**src/bdn_pkg.sv**
```systemverilog
// ----------------------------------------------------------------------------
// bdn_pkg: shared types and constants of the bilinear downscaler
// Beat formats of both channels, configuration register indexes, reset
// values and the operand record handed to the interpolation pipeline.
// ----------------------------------------------------------------------------
package bdn_pkg;

	// line buffer geometry
	localparam int MAX_ROW_PIXELS = 1024;
	localparam int MAX_OUT_SIZE   = 1024;
	localparam int MAX_ROWS       = 4096;
	localparam int ROW_ADDR_W     = $clog2(MAX_ROW_PIXELS);

	// configuration port
	localparam int CFG_INDEX_W = 2;
	localparam int CFG_DATA_W  = 29;

	localparam logic [CFG_INDEX_W-1:0] CFG_SOURCE_WIDTH  = 2'd0;
	localparam logic [CFG_INDEX_W-1:0] CFG_SOURCE_HEIGHT = 2'd1;
	localparam logic [CFG_INDEX_W-1:0] CFG_OUTPUT_SIZE   = 2'd2;
	localparam logic [CFG_INDEX_W-1:0] CFG_SCALE_STEP    = 2'd3;

	// register reset values
	localparam logic [10:0] SOURCE_WIDTH_RST  = 11'd1024;
	localparam logic [12:0] SOURCE_HEIGHT_RST = 13'd1024;
	localparam logic [10:0] OUTPUT_SIZE_RST   = 11'd192;
	localparam int          SCALE_STEP_RST    = 349525;

	// Q16 source position: half step minus one half, saturating at 2^28-1
	localparam int          POS_W       = 28;
	localparam logic [27:0] POS_MAX     = 28'hFFFFFFF;
	localparam logic [27:0] POS_HALF    = 28'd32768;
	localparam logic [27:0] POS_RST     = 28'((SCALE_STEP_RST / 2) - 32768);

	// normalization: 255 in Q16, and ceil(2^30 / 255) for y / 255
	localparam logic [24:0] NORM_OFFSET = 25'd16711680;
	localparam logic [24:0] NORM_ROUND  = 25'd510;
	localparam logic [22:0] RECIP_255   = 23'd4210753;

	typedef struct packed {
		logic [7:0] pixel;
		logic       frame_start;
	} pix_beat_t;

	typedef struct packed {
		logic signed [15:0] value;
		logic [9:0]         out_col;
		logic [9:0]         out_row;
		logic               frame_end;
	} smp_beat_t;

	// sample position carried alongside the arithmetic
	typedef struct packed {
		logic [9:0] out_col;
		logic [9:0] out_row;
		logic       frame_end;
	} smp_meta_t;

	// four neighbors and Q8 weights of one sample
	typedef struct packed {
		logic [7:0] tl;
		logic [7:0] tr;
		logic [7:0] bl;
		logic [7:0] br;
		logic [7:0] fx;
		logic [7:0] fy;
		smp_meta_t  meta;
	} interp_req_t;

endpackage

```
**src/bdn_interp.sv**
```systemverilog
// ----------------------------------------------------------------------------
// bdn_interp: bilinear blend and normalization pipeline
// Four arithmetic stages and an output register. The whole pipe advances
// unless the output register holds a beat that is stalled.
// ----------------------------------------------------------------------------
module bdn_interp
	import bdn_pkg::*;
(
	input  logic        clk,
	input  logic        arst_n,
	input  logic        req_valid,
	input  interp_req_t req,
	output logic        req_ready,
	output logic        smp_valid,
	input  logic        smp_stall,
	output smp_beat_t   smp_data
);

	logic        adv;
	logic        v_s1, v_s2, v_s3, v_s4, out_valid_q;

	logic [15:0] top_s1, bot_s1;
	logic [7:0]  fy_s1;
	smp_meta_t   meta_s1, meta_s2, meta_s3, meta_s4;
	logic [23:0] v16_s2;
	logic [21:0] y_s3;
	logic        neg_s3, neg_s4;
	logic [14:0] q_s4;
	smp_beat_t   out_q;

	logic [8:0]  wx, wx_inv, wy, wy_inv;
	logic [16:0] top_full, bot_full;
	logic [24:0] v16_full;
	logic [24:0] twice, mag, rnd;
	logic        neg;
	logic [44:0] prod;
	logic [15:0] qmag;

	// pipe moves when the output slot is free or being taken
	assign adv       = !(out_valid_q && smp_stall);
	assign req_ready = adv;
	assign smp_valid = out_valid_q;
	assign smp_data  = out_q;

	// stage 1: horizontal blend of both rows
	always_comb begin
		wx       = {1'b0, req.fx};
		wx_inv   = 9'd256 - wx;
		top_full = {9'd0, req.tl} * {8'd0, wx_inv} + {9'd0, req.tr} * {8'd0, wx};
		bot_full = {9'd0, req.bl} * {8'd0, wx_inv} + {9'd0, req.br} * {8'd0, wx};
	end

	// stage 2: vertical blend, Q16 result
	always_comb begin
		wy       = {1'b0, fy_s1};
		wy_inv   = 9'd256 - wy;
		v16_full = {9'd0, top_s1} * {16'd0, wy_inv} + {9'd0, bot_s1} * {16'd0, wy};
	end

	// stage 3: 2v - 255, magnitude plus half divisor, pre-divide by 4
	always_comb begin
		twice = {v16_s2, 1'b0};
		neg   = twice < NORM_OFFSET;
		mag   = neg ? (NORM_OFFSET - twice) : (twice - NORM_OFFSET);
		rnd   = mag + NORM_ROUND;
	end

	// stage 4: divide by 255 through the reciprocal
	assign prod = {23'd0, y_s3} * {22'd0, RECIP_255};

	// sign applied on the way into the output register
	assign qmag = {1'b0, q_s4};

	always_ff @(posedge clk or negedge arst_n) begin
		if (!arst_n) begin
			v_s1        <= 1'b0;
			v_s2        <= 1'b0;
			v_s3        <= 1'b0;
			v_s4        <= 1'b0;
			out_valid_q <= 1'b0;
		end else if (adv) begin
			v_s1        <= req_valid;
			v_s2        <= v_s1;
			v_s3        <= v_s2;
			v_s4        <= v_s3;
			out_valid_q <= v_s4;
		end
	end

	always_ff @(posedge clk) begin
		if (adv) begin
			top_s1          <= top_full[15:0];
			bot_s1          <= bot_full[15:0];
			fy_s1           <= req.fy;
			meta_s1         <= req.meta;
			v16_s2          <= v16_full[23:0];
			meta_s2         <= meta_s1;
			y_s3            <= rnd[23:2];
			neg_s3          <= neg;
			meta_s3         <= meta_s2;
			q_s4            <= prod[44:30];
			neg_s4          <= neg_s3;
			meta_s4         <= meta_s3;
			out_q.value     <= $signed(neg_s4 ? (16'd0 - qmag) : qmag);
			out_q.out_col   <= meta_s4.out_col;
			out_q.out_row   <= meta_s4.out_row;
			out_q.frame_end <= meta_s4.frame_end;
		end
	end

endmodule

```
**config.mk**
```make
export PLATFORM = sky130hd
export DESIGN_NAME = bdn_interp
export DESIGN_NICKNAME = d
export VERILOG_FILES = /design/src/bdn_pkg.sv /design/src/bdn_interp.sv
export SDC_FILE = /design/constraint.sdc
export NUM_CORES = 2
export LEC_CHECK = 0
export ABC_AREA = 1
export BUFFER_PORTS_ARGS = -buffer_cell sky130_fd_sc_hd__buf_2
export CAP_MARGIN = 20
export CORE_MARGIN = 4
export CORE_UTILIZATION = 46
export CTS_CLUSTER_SIZE = 25
export DETAILED_ROUTE_END_ITERATION = 16
export PLACE_DENSITY = 0.64
export REMOVE_ABC_BUFFERS = 1
export SYNTH_ARGS = -nofsm -noshare
export SYNTH_HDL_FRONTEND = slang
export SYNTH_SLANG_ARGS = --single-unit
export TNS_END_PERCENT = 50
```
**constraint.sdc**
```tcl
create_clock -name clk -period 7.1 [get_ports clk]
set_clock_uncertainty 0.05 [all_clocks]
set_input_delay 0.355 -clock clk [delete_from_list [all_inputs] [get_ports clk]]
set_output_delay 0.355 -clock clk [all_outputs]
set_load 0.05 [all_outputs]
```
==> run summary <==
Run status: finished, final reports clean
Cell Rows: 93
Clock sinks: 229
Antenna-violating nets left: 0
RR Endpoint: v16_s2[23]
Final hold vios: 0
I/O pins: 112
Port Buffers: 111
Hold WC Path Type: primary input to register
Sequential area share after synthesis: 22.76%
Placer Congestion: 0.9266
YS warnings: 0
Synth Cell Area: 30110 µm²
Avg Vias per Cell: 4.827
Via count of the routed design: 21230
Worst Path Required: 7.32 ns
Critical path fanouts, max: 7
Final setup violation count: 0
Gr ovfl total: 0
Post-layout util: 50.71%
Worst-Margin Slew: 1.041 ns
Worst EP arrival: 6.92 ns
Slowest stage cell, crit path: fa_1
DP HPWL: 56.72 mm
Pre-Repair DR Iteration Count: 5
CP endpoint: v16_s2[23]
DRT Wirelength: 67.14 mm
R2R cell count: 26
# DRC: 0
CP max stage delay: 0.54 ns
Slew Limit Fails: 0
Share of layout cells above drive strength 1: 6.746%
Final net count: 4361
Reg area: 6852 µm²
Routed length per placed instance: 15.26 µm
Largest net degree at the start of global routing: 84
FF-to-FF Start: fy_s1[0]
Die Ht: 263.8 µm
Clock tree buffer depth: 3
Area growth syn-to-layout: 8.774%
Gr usage total: 19.93%
Startpoint types: register
Clock latency at the later pin of the worst-skew pair: 0.54 ns
Post-synth EDFFs: 224
Critical path endpoint category: register
Syn Area/Cell: 8.813 µm²
Reg2reg setup slack: 0.40 ns
Area of the multi-input gates: 19360 µm²
CTS buffer count: 25
Ys flop type: edfxtp_1
Vias in the first global route: 22540
Min cycle time layout: 6.701 ns
Max-Cap Viols: 0
CTS tree: built
Core ar.: 64580 µm²
Relative slew slack: 30.60%
Die area: 69600 µm²
Crit path kind: register to register
Fillers: 6121
H-tree Lvls: 1
Tcrit/Tclk final: 94.38%
Clock transition at path regs: 0.06 ns
Synth Instances: 3416
Max Fclk: 0.1492 GHz
DRT iter0 DRCs: 1353
Root Buffer: clkbuf_16
Crit path top cell by count: fa_1
Initial antenna violation count: 3
Global-route wire length before repair: 113.9 mm
Die width: 263.8 µm
Synth unique cells: 56
Initial Utilization: 46.62%
CP Launch Point: fy_s1[0]
Ys async rst share: 2.183%
Synth Register Bits: 229
-- cell usage in the layout, fill, tap and decap left out, types with 3 or more instances in the layout --
cell type | Yosys | final
nand3_1 | 66 | 66
xnor2_1 | 46 | 46
nor2_4 | 5 | 5
ha_1 | 327 | 327
a31oi_1 | 11 | 11
fa_1 | 437 | 437
or3_1 | 3 | 3
a21oi_1 | 78 | 75
o21ai_0 | 61 | 60
clkbuf_1 | 62 | 9
nand4_1 | 13 | 13
inv_1 | 931 | 929
nor2_1 | 226 | 225
o211ai_1 | 5 | 5
nand2_2 | 13 | 13
o21a_1 | 6 | 6
xor2_1 | 58 | 58
nor2_2 | 6 | 7
a21o_1 | 14 | 14
clkinv_1 | 3 | 5
buf_4 | 3 | 38
buf_2 | 2 | 111
o21bai_1 | 4 | 4
nor3_1 | 18 | 17
clkbuf_16 | 0 | 25
nand2_4 | 3 | 4
bufinv_16 | 0 | 3
nand2_1 | 721 | 720
a21oi_2 | 0 | 3
mux2_2 | 3 | 3
dlygate4sd3_1 | 0 | 27
dfrtp_1 | 5 | 5
edfxtp_1 | 224 | 224
inv_2 | 3 | 5
-- what timing repair did --
action                                 4_1_cts  5_1_grt
gates resized for setup                      0       11
endpoints found under the hold margin       31        0
hold buffers                                27        0
buffers inserted                             0        1
setup endpoints to repair                    0        7
-- critical path, delay by kind of cell (launching register included) --
family	cells	cell delay, ns
compound gates	4	0.80
xor+xnor	1	0.15
fa+ha+maj	8	3.57
buf+inv	7	0.60
flops	1	0.40
simple gates	6	0.86
-- worst min-delay path by stage --
stage	from	to	slack, ns	cells past startpoint
4_1_cts	req[24]	fy_s1[3]	0.003	1
3_5_place_dp	arst_n	smp_valid	0.12	1
6_report	req[24]	fy_s1[3]	0.03	1
5_1_grt	req[25]	fy_s1[4]	0.007	1
3_3_place_gp	arst_n	smp_valid	0.12	1
2_1_floorplan	arst_n	smp_valid	0.009	0
-- state kept, by name, indices dropped and copies added (netlist names), 16 cells and up --
signal,flops
bot_s1,16
smp_data,37
meta_s2,21
meta_s4,21
meta_s3,21
meta_s1,21
y_s3,22
top_s1,16
v16_s2,24
-- synth_stat cells (8+ instances only) --
| master | count | area, µm² |
|---|---|---|
| inv_1 | 931 | 3495 |
| nand3_1 | 66 | 330.3 |
| clkbuf_1 | 62 | 232.7 |
| nand4_1 | 13 | 81.33 |
| clkbuf_2 | 8 | 40.04 |
| xor2_1 | 58 | 508.0 |
| o21ai_0 | 61 | 305.3 |
| a31oi_1 | 11 | 68.82 |
| nor3_1 | 18 | 90.09 |
| a21o_1 | 14 | 105.1 |
| fa_1 | 437 | 8748 |
| ha_1 | 327 | 4091 |
| nand2_2 | 13 | 81.33 |
| xnor2_1 | 46 | 402.9 |
| nand2_1 | 721 | 2706 |
| nor2_1 | 226 | 848.3 |
| a21oi_1 | 78 | 390.4 |
| buf_1 | 17 | 63.81 |
| edfxtp_1 | 224 | 6726 |
-- layer usage --
layer  GRT usage (%)  wire (µm)
met3           2.561       3130
met4           3.684       1303
met2           35.61      33360
met1           26.38      29330
met5               0         13
-- final cells by class --
class | count | area share (%)
Tap cell | 855 | 3.267
Inverter | 938 | 10.77
Multi-Input combinational cell | 2154 | 59.12
Timing Repair Buffer | 176 | 3.393
Clock buffer | 35 | 2.056
Sequential cell | 229 | 20.92
Clock inverter | 11 | 0.4623
Antenna cell | 1 | 0.007642
-- through the flow --
step / hold slack (ns) / setup slack (ns) / setup TNS (ns) / instances / cell area [µm²]
6_report: 0.03253 / 0.3988 / 0 / 4399 / 32750
5_1_grt: 0.006830 / -0.01058 / -0.01058 / 4398 / 32740
4_1_cts: 0.002558 / 0.2345 / 0 / 4397 / 32700
3_5_place_dp: 0.1236 / 0.2606 / 0 / 4324 / 31610
3_3_place_gp: 0.1232 / 0.3226 / 0 / 4324 / 31610
2_1_floorplan: 0.009409 / 0.2852 / 0 / 3321 / 29700
-- kinds of logic (layout without fill, tap and decap cells) --
group	count (synthesis)	after routing	share of synthesized area [%]
other	0	1	0
AO/OA/AOI/OAI	191	191	3.570
multiplexers	3	3	0.1122
buffers and inverters	1033	1160	13.06
XOR/XNOR	105	105	3.080
adder cells (fa/ha/maj)	764	764	42.65
flip-flops	229	229	22.76
AND/OR/NAND/NOR	1091	1091	14.77
Power is left out: the tool's default activity adds up to more than one toggle a clock period on the data nets, which glitch-free logic cannot reach.
